===== src/design/fmv_pkg.sv =====
`timescale 1ns / 1ps
// ----------------------------------------------------------------------------
// fmv_pkg
// Shared types and constants of the forgetting mean and variance estimator.
// ----------------------------------------------------------------------------
package fmv_pkg;

  localparam int SampleW = 16;
  localparam int FracBits = 16;
  localparam int LambdaW = 17;
  localparam int MeanW = 32;
  localparam int VarW = 48;
  localparam int WordW = 32;
  localparam int OpW = 64;
  localparam int ProdW = 128;

  localparam logic [LambdaW-1:0] LambdaReset = LambdaW'(65536);
  localparam logic [WordW-1:0] OneFx = WordW'(1) << FracBits;
  localparam logic [WordW-1:0] Q31One = WordW'(1) << 31;
  localparam logic [VarW-1:0] VarMax = '1;

  typedef enum logic [3:0] {
    S_IDLE, S_W, S_B, S_A, S_AA, S_AAU, S_BB, S_V,
    S_LV, S_R, S_T1, S_DD, S_T2M, S_T2, S_C, S_DONE
  } seq_state_e;

  typedef struct packed {
    logic [WordW-1:0] v_term;
    logic [WordW-1:0] u_term;
    logic [WordW-1:0] weight_sum;
    logic [VarW-1:0]  variance;
    logic [MeanW-1:0] mean;
  } result_t;

endpackage


===== src/design/fmv_mul.sv =====
`timescale 1ns / 1ps
// ----------------------------------------------------------------------------
// fmv_mul
// Shared 64 x 64 multiplier, one 32 x 32 partial product per cycle.
// ----------------------------------------------------------------------------
module fmv_mul
  import fmv_pkg::*;
(
  input  logic             clk_i,
  input  logic             rst_ni,
  input  logic             start_i,
  input  logic [OpW-1:0]   a_i,
  input  logic [OpW-1:0]   b_i,
  output logic             done_o,
  output logic [ProdW-1:0] prod_o
);

  logic [OpW-1:0]   a_q, b_q;
  logic [OpW-1:0]   pp_q;
  logic [1:0]       sh_q;
  logic [ProdW-1:0] acc_q;
  logic [2:0]       step_q;
  logic             busy_q, done_q;
  logic [31:0]      pa, pb;
  logic [ProdW-1:0] pp_shift;

  assign pa = step_q[0] ? a_q[63:32] : a_q[31:0];
  assign pb = step_q[1] ? b_q[63:32] : b_q[31:0];
  assign pp_shift = {64'd0, pp_q} << {sh_q, 5'd0};

  always_ff @(posedge clk_i or negedge rst_ni) begin
    if (!rst_ni) begin
      busy_q <= 1'b0;
      done_q <= 1'b0;
      step_q <= '0;
    end else begin
      done_q <= 1'b0;
      if (start_i) begin
        busy_q <= 1'b1;
        step_q <= '0;
      end else if (busy_q) begin
        step_q <= step_q + 3'd1;
        if (step_q == 3'd4) begin
          busy_q <= 1'b0;
          done_q <= 1'b1;
        end
      end
    end
  end

  always_ff @(posedge clk_i) begin
    if (start_i) begin
      a_q   <= a_i;
      b_q   <= b_i;
      acc_q <= '0;
    end else if (busy_q) begin
      if (step_q != 3'd4) begin
        pp_q <= pa * pb;
        sh_q <= 2'(step_q[0]) + 2'(step_q[1]);
      end
      if (step_q != 3'd0) begin
        acc_q <= acc_q + pp_shift;
      end
    end
  end

  assign done_o = done_q;
  assign prod_o = acc_q;

endmodule


===== src/design/fmv_div.sv =====
`timescale 1ns / 1ps
// ----------------------------------------------------------------------------
// fmv_div
// Shared restoring divider, 64-bit dividend by 32-bit divisor, one bit a cycle.
// ----------------------------------------------------------------------------
module fmv_div
  import fmv_pkg::*;
(
  input  logic             clk_i,
  input  logic             rst_ni,
  input  logic             start_i,
  input  logic [OpW-1:0]   num_i,
  input  logic [WordW-1:0] den_i,
  output logic             done_o,
  output logic [OpW-1:0]   quot_o
);

  logic [OpW-1:0]   q_q;
  logic [WordW-1:0] rem_q, den_q;
  logic [5:0]       cnt_q;
  logic             busy_q, done_q;
  logic [WordW:0]   trial, rem_n;
  logic             ge;

  assign trial = {rem_q, q_q[OpW-1]};
  assign ge    = trial >= {1'b0, den_q};
  assign rem_n = ge ? trial - {1'b0, den_q} : trial;

  always_ff @(posedge clk_i or negedge rst_ni) begin
    if (!rst_ni) begin
      busy_q <= 1'b0;
      done_q <= 1'b0;
      cnt_q  <= '0;
    end else begin
      done_q <= 1'b0;
      if (start_i) begin
        busy_q <= 1'b1;
        cnt_q  <= '0;
      end else if (busy_q) begin
        cnt_q <= cnt_q + 6'd1;
        if (cnt_q == 6'd63) begin
          busy_q <= 1'b0;
          done_q <= 1'b1;
        end
      end
    end
  end

  always_ff @(posedge clk_i) begin
    if (start_i) begin
      q_q   <= num_i;
      rem_q <= '0;
      den_q <= den_i;
    end else if (busy_q) begin
      q_q   <= {q_q[OpW-2:0], ge};
      rem_q <= rem_n[WordW-1:0];
    end
  end

  assign done_o = done_q;
  assign quot_o = q_q;

endmodule


===== src/design/fmv_core.sv =====
`timescale 1ns / 1ps
// ----------------------------------------------------------------------------
// fmv_core
// Sequencer and estimator state; drives the shared multiplier and divider.
// ----------------------------------------------------------------------------
module fmv_core
  import fmv_pkg::*;
(
  input  logic               clk_i,
  input  logic               rst_ni,
  input  logic [LambdaW-1:0] lambda_i,
  input  logic               start_i,
  input  logic               restart_i,
  input  logic [SampleW-1:0] sample_i,
  output logic               idle_o,
  output logic               done_o,
  output result_t            res_o
);

  seq_state_e state_q, state_d;
  logic pend_q;

  logic [MeanW-1:0]   mean_q;
  logic [VarW-1:0]    var_q;
  logic [WordW-1:0]   w_q, u_q, v_q;
  logic [SampleW-1:0] sample_q;

  logic [WordW-1:0] wn_q, b_q, a_q, aa_q, tmp_q, un_q, vn_q;
  logic [48:0]      lv_q;
  logic [OpW-1:0]   r_q, sq_q, t2n_q;
  logic [VarW-1:0]  t1_q;

  logic             mul_sel, div_sel, mul_start, div_start, mul_done, div_done;
  logic [OpW-1:0]   mul_a, mul_b, div_n, quot;
  logic [WordW-1:0] div_d;
  logic [ProdW-1:0] prod;

  logic signed [33:0] d;
  logic [32:0]        dd;
  logic [33:0]        w_sum;
  logic [WordW:0]     u_sum;
  logic [VarW:0]      var_sum;
  logic [VarW-1:0]    t2;
  logic [32:0]        corr;
  logic signed [34:0] m_new;
  logic [MeanW-1:0]   m_sat;
  logic               upd_var;

  assign d  = 34'(signed'(mean_q)) - 34'(signed'({sample_q, 16'd0}));
  assign dd = d[33] ? 33'(-d) : 33'(d);

  assign w_sum   = 34'(prod[48:16]) + 34'(OneFx);
  assign u_sum   = 33'(tmp_q) + 33'(prod[62:31]);
  assign t2      = (|quot[63:48]) ? VarMax : quot[47:0];
  assign var_sum = 49'(t1_q) + 49'(t2);
  assign corr    = prod[63:31];
  assign m_new   = d[33] ? 35'(signed'(mean_q)) + 35'(corr)
                         : 35'(signed'(mean_q)) - 35'(corr);
  assign m_sat   = (m_new[34:31] == 4'b0000 || m_new[34:31] == 4'b1111) ? m_new[31:0]
                 : (m_new[34] ? 32'h8000_0000 : 32'h7fff_ffff);
  assign upd_var = (wn_q > OneFx) && (vn_q != '0);

  always_comb begin
    state_d = state_q;
    mul_sel = 1'b0;
    div_sel = 1'b0;
    mul_a   = '0;
    mul_b   = '0;
    div_n   = '0;
    div_d   = wn_q;
    unique case (state_q)
      S_IDLE: begin
        if (start_i) begin
          state_d = restart_i ? S_DONE : S_W;
        end
      end
      S_W: begin
        mul_sel = 1'b1;
        mul_a   = 64'(lambda_i);
        mul_b   = 64'(w_q);
        if (mul_done) state_d = S_B;
      end
      S_B: begin
        div_sel = 1'b1;
        div_n   = 64'(1) << (31 + FracBits);
        if (div_done) state_d = S_A;
      end
      S_A: begin
        div_sel = 1'b1;
        div_n   = {1'b0, wn_q - OneFx, 31'd0};
        if (div_done) state_d = S_AA;
      end
      S_AA: begin
        mul_sel = 1'b1;
        mul_a   = 64'(a_q);
        mul_b   = 64'(a_q);
        if (mul_done) state_d = S_AAU;
      end
      S_AAU: begin
        mul_sel = 1'b1;
        mul_a   = 64'(aa_q);
        mul_b   = 64'(u_q);
        if (mul_done) state_d = S_BB;
      end
      S_BB: begin
        mul_sel = 1'b1;
        mul_a   = 64'(b_q);
        mul_b   = 64'(b_q);
        if (mul_done) state_d = S_V;
      end
      S_V: begin
        mul_sel = 1'b1;
        mul_a   = 64'(wn_q);
        mul_b   = 64'(Q31One - un_q);
        if (mul_done) state_d = S_LV;
      end
      S_LV: begin
        if (!upd_var) begin
          state_d = S_C;
        end else begin
          mul_sel = 1'b1;
          mul_a   = 64'(lambda_i);
          mul_b   = 64'(v_q);
          if (mul_done) state_d = S_R;
        end
      end
      S_R: begin
        div_sel = 1'b1;
        div_n   = 64'(lv_q);
        div_d   = vn_q;
        if (div_done) state_d = S_T1;
      end
      S_T1: begin
        mul_sel = 1'b1;
        mul_a   = 64'(var_q);
        mul_b   = r_q;
        if (mul_done) state_d = S_DD;
      end
      S_DD: begin
        mul_sel = 1'b1;
        mul_a   = 64'(dd);
        mul_b   = 64'(dd);
        if (mul_done) state_d = S_T2M;
      end
      S_T2M: begin
        mul_sel = 1'b1;
        mul_a   = sq_q;
        mul_b   = 64'(a_q);
        if (mul_done) state_d = S_T2;
      end
      S_T2: begin
        div_sel = 1'b1;
        div_n   = t2n_q;
        div_d   = vn_q;
        if (div_done) state_d = S_C;
      end
      S_C: begin
        mul_sel = 1'b1;
        mul_a   = 64'(dd);
        mul_b   = 64'(b_q);
        if (mul_done) state_d = S_DONE;
      end
      S_DONE: begin
        state_d = S_IDLE;
      end
      default: begin
        state_d = S_IDLE;
      end
    endcase
  end

  assign mul_start = mul_sel && !pend_q;
  assign div_start = div_sel && !pend_q;

  always_ff @(posedge clk_i or negedge rst_ni) begin
    if (!rst_ni) begin
      state_q <= S_IDLE;
      pend_q  <= 1'b0;
      mean_q  <= '0;
      var_q   <= '0;
      w_q     <= '0;
      u_q     <= '0;
      v_q     <= '0;
    end else begin
      state_q <= state_d;
      if (mul_done || div_done) begin
        pend_q <= 1'b0;
      end else if (mul_start || div_start) begin
        pend_q <= 1'b1;
      end
      if (state_q == S_IDLE && start_i && restart_i) begin
        mean_q <= '0;
        var_q  <= '0;
        w_q    <= '0;
        u_q    <= '0;
        v_q    <= '0;
      end
      if (state_q == S_T2 && div_done) begin
        var_q <= var_sum[VarW] ? VarMax : var_sum[VarW-1:0];
      end
      if (state_q == S_C && mul_done) begin
        mean_q <= m_sat;
        w_q    <= wn_q;
        u_q    <= un_q;
        v_q    <= vn_q;
      end
    end
  end

  always_ff @(posedge clk_i) begin
    if (state_q == S_IDLE && start_i) sample_q <= sample_i;
    if (mul_done) begin
      unique case (state_q)
        S_W:   wn_q  <= w_sum[33:32] != 2'd0 ? '1 : w_sum[31:0];
        S_AA:  aa_q  <= prod[62:31];
        S_AAU: tmp_q <= prod[62:31];
        S_BB:  un_q  <= u_sum > 33'(Q31One) ? Q31One : u_sum[31:0];
        S_V:   vn_q  <= prod[62:31];
        S_LV:  lv_q  <= prod[48:0];
        S_T1:  t1_q  <= (|prod[127:64]) ? VarMax : prod[63:16];
        S_DD:  sq_q  <= (|prod[127:64]) ? '1 : prod[63:0];
        S_T2M: t2n_q <= prod[94:31];
        default: ;
      endcase
    end
    if (div_done) begin
      unique case (state_q)
        S_B:   b_q <= quot[31:0];
        S_A:   a_q <= quot[31:0];
        S_R:   r_q <= quot;
        default: ;
      endcase
    end
  end

  fmv_mul u_mul (
    .clk_i   (clk_i),
    .rst_ni  (rst_ni),
    .start_i (mul_start),
    .a_i     (mul_a),
    .b_i     (mul_b),
    .done_o  (mul_done),
    .prod_o  (prod)
  );

  fmv_div u_div (
    .clk_i   (clk_i),
    .rst_ni  (rst_ni),
    .start_i (div_start),
    .num_i   (div_n),
    .den_i   (div_d),
    .done_o  (div_done),
    .quot_o  (quot)
  );

  assign idle_o = (state_q == S_IDLE);
  assign done_o = (state_q == S_DONE);
  assign res_o  = '{v_term: v_q, u_term: u_q, weight_sum: w_q, variance: var_q,
                    mean: mean_q};

endmodule


===== config.mk =====
export PLATFORM = sky130hd
export DESIGN_NAME = fmv_core
export DESIGN_NICKNAME = d
export VERILOG_FILES = /design/src/design/fmv_pkg.sv /design/src/design/fmv_mul.sv /design/src/design/fmv_div.sv /design/src/design/fmv_core.sv
export SDC_FILE = /design/constraint.sdc
export NUM_CORES = 2
export LEC_CHECK = 0
export BUFFER_PORTS_ARGS = -buffer_cell sky130_fd_sc_hd__buf_2
export CORE_MARGIN = 2
export CORE_UTILIZATION = 40
export DETAILED_ROUTE_END_ITERATION = 7
export GPL_ROUTABILITY_DRIVEN = 0
export GPL_TIMING_DRIVEN = 0
export PLACE_DENSITY = 0.55
export SYNTH_ARGS = -nofsm -noshare
export SYNTH_HDL_FRONTEND = slang
export SYNTH_SLANG_ARGS = --single-unit

===== constraint.sdc =====
create_clock -name clk_i -period 25 [get_ports clk_i]
set_input_delay 1.25 -clock clk_i [delete_from_list [all_inputs] [get_ports clk_i]]
set_output_delay 1.25 -clock clk_i [all_outputs]
set_load 0.05 [all_outputs]

==> key figures <==
Synthesis
  – Syn nets: 11,700
  – Synth Instances: 10,200
  – Post-synth top area share: 25.3%
  – Synth Flop Type: edfxtp_1
  – Most frequent cells after synthesis: nand2_1, nor2_1, inv_1
  – Cell variety after synth: 92
  – Post-synthesis cell type with the largest combined area: edfxtp_1
  – Yosys Warn Count: 0
  – Asr flop ratio synth: 16.5%
  – Synth area leaders: edfxtp_1, fa_1, ha_1
  – Avg Cell Area, Syn: 9.54 µm²
  – Most common cell in the netlist: nand2_1
  – Sequential fraction of the synthesis area: 33.6%
  – Mapped Area: 97,200 µm²
  – Number of synthesized flops with an enable pin: 819
  – Seq cells post-synth: 1,173

Timing
  – Final Hold Fails: 0
  – Worst hold slack: 0.462 ns
  – Final period util: 49.2%
  – Achievable Freq: 0.0812 GHz
  – Least-Margin Pin Slew: 1.60 ns
  – Pins Over Slew Limit: 80
  – Clk_skew: 0.0485 ns
  – Minimum clock period: 12.31 ns
  – Max-slew headroom: -9.97%
  – Setup TNS: 0 ns
  – RSZ-0062 raised after global routing: false
  – Final setup violation count: 0

Worst setup path
  – CP Buf/Inv Count: 6
  – CP max stage delay: 1.18 ns
  – CP max-delay cell: mux2i_1
  – Crit end category: flop
  – Req. time, crit path: 25.51 ns
  – CP startpoint kind: flop
  – Critical path type: flop to flop
  – CP top delay family: adder cells
  – Worst r2r src: u_mul.step_q[1]$_DFFE_PN0P_
  – Most used cell, CP: fa_1
  – Crit path from: u_mul.step_q[1]$_DFFE_PN0P_
  – CP arrival: 12.82 ns
  – Crit-path max FO: 10

Route
  – Drt first pass iters: 8
  – DR WL/cell: 31.1 µm
  – WL final: 433,000 µm
  – Number of vias per cell: 6.13
  – ANT nets after route: 0
  – First DRT Iteration DRCs: 12,700
  – Vias: 85,300
  – DRC: 372

Clock network
  – Hold_buf cts: 0
  – Worst skew pair latency: 0.82 ns
  – Clk sink count: 1,173
  – Cts bufs inserted: 134
  – Worst-path clk slew: 0.06 ns
  – Max H-tree Level: 4
  – TritonCTS clock tree: yes
  – CTS Buffer Depth: 3
  – Number of gates resized after CTS: 0
  – # Post-CTS Setup Buffers: 0
  – Root Driver: clkbuf_16

Hold path
  – Hold Startpoint: u_div.rem_q[31]$_SDFFE_PP0P_
  – Hold Path Class: flop to flop

Floorplanning
  – Initial Util: 40.3%
  – Die width: 497 µm
  – # rows: 180
  – Io pins: 215
  – CORE AREA: 241,000 µm²
  – Chip height: 497 µm
  – Die ar.: 247,000 µm²

Layout
  – Nets: 12,100
  – Share of cells above drive strength 1: 6.17%
  – Area Overhead vs Synth: 10.6%

Placed design
  – Placed wire-length estimate: 351,000 µm
  – I/O Buffers: 214

Global route
  – Global Route Usage Sum: 34.3%
  – Global-route wire length before repair: 605,000 µm
  – Initial antenna violation count: 95
  – Gr ovfl total: 0
  – Vias in the first global route: 81,200
  – Largest net degree at the start of global routing: 100

Job
  – Max_cap viols: 12

Run status
  – Failing checks: DRC, capacitance limit, slew limit
  – Status: finished with violations
[stage by stage]
stage | util [%] | area (µm²) | worst slack, ns | instances
finish | 44.6 | 108000 | 12.69 | 13900
global route | 44.5 | 107000 | 12.14 | 13900
CTS | 44.5 | 107000 | 13.00 | 13900
detailed placement | 42.7 | 103000 | 13.06 | 13600
global placement | 42.4 | 102000 | 6.56 | 13600
floorplan | - | 97200 | 14.22 | 10200
[state kept, by name, indices dropped and copies added, names as in the netlist, 49 cells and up]
register and count:
r_q 64, u_mul.a_q 64, sq_q 64, u_mul.b_q 64, u_mul.prod_o 128, u_mul.pp_q 64, t2n_q 64, lv_q 49
u_div.quot_o 64
[cell families (layout without fill, tap and decap cells)]
| group | after synthesis | count (layout) | share of synthesized area (%) |
|---|---|---|---|
| buf+inv | 1590 | 2079 | 6.17 |
| other cells | 0 | 54 | 0 |
| xor+xnor | 421 | 421 | 3.79 |
| compound gates | 1992 | 1992 | 13.5 |
| flops | 1173 | 1173 | 33.6 |
| mux | 187 | 187 | 2.01 |
| simple gates | 3361 | 3361 | 15.2 |
| fa+ha+maj | 1464 | 1464 | 25.8 |
[per-layer routing]
layer / routed length, µm / track usage (%)
met1: 164000 / 44.3
met2: 172000 / 46.9
met3: 64300 / 14.7
met4: 32300 / 21.1
met5: 775 / 2.18
[area by class of cell]
type | count | area [µm²]
tap | 3185 | 3990
antenna | 54 | 135
inverter | 1037 | 3890
buffer | 553 | 2110
clock inverter | 62 | 671
multi-input combinational | 7425 | 58700
clock buffer | 182 | 3840
fill | 23200 | 134000
timing repair buffer | 245 | 1580
sequential | 1173 | 32700
[tightest hold or removal path, stage by stage (launching register included)]
cell     delay [ns]
dfxtp_1        0.33
nand2_1        0.05
o21ai_0        0.06
[cell usage in the layout (no fill, tap or decap), types with 100 or more instances in the layout]
master / n
dfrtp_1: 194
xnor2_1: 263
nor2_1: 1096
a21oi_1: 622
nand4_1: 111
dfxtp_1: 159
a221oi_1: 100
mux2i_1: 102
clkbuf_1: 517
nand2b_1: 124
nor3_1: 116
clkbuf_16: 142
xor2_1: 158
inv_1: 1035
edfxtp_1: 819
ha_1: 562
a21o_1: 261
nand3_1: 216
buf_2: 230
o21ai_0: 341
fa_1: 902
nand2_1: 1286
[worst paths after layout]
kind                                                end  slack (ns)  cells after the start
max reg2reg                    u_mul.pp_q[58]$_DFFE_PP_       12.69                     29
min reg2reg                u_div.rem_q[31]$_SDFFE_PP0P_        0.46                      2
max in group asynchronous         var_q[42]$_DFFE_PN0P_       23.42                      2
max                            u_mul.pp_q[58]$_DFFE_PP_       12.69                     29
min in group asynchronous           v_q[11]$_DFFE_PN0P_        0.49                      1
min                        u_div.rem_q[31]$_SDFFE_PP0P_        0.46                      2
Power is left out: the tool's default activity adds up to more than one toggle a clock period on the data nets, which glitch-free logic cannot reach.
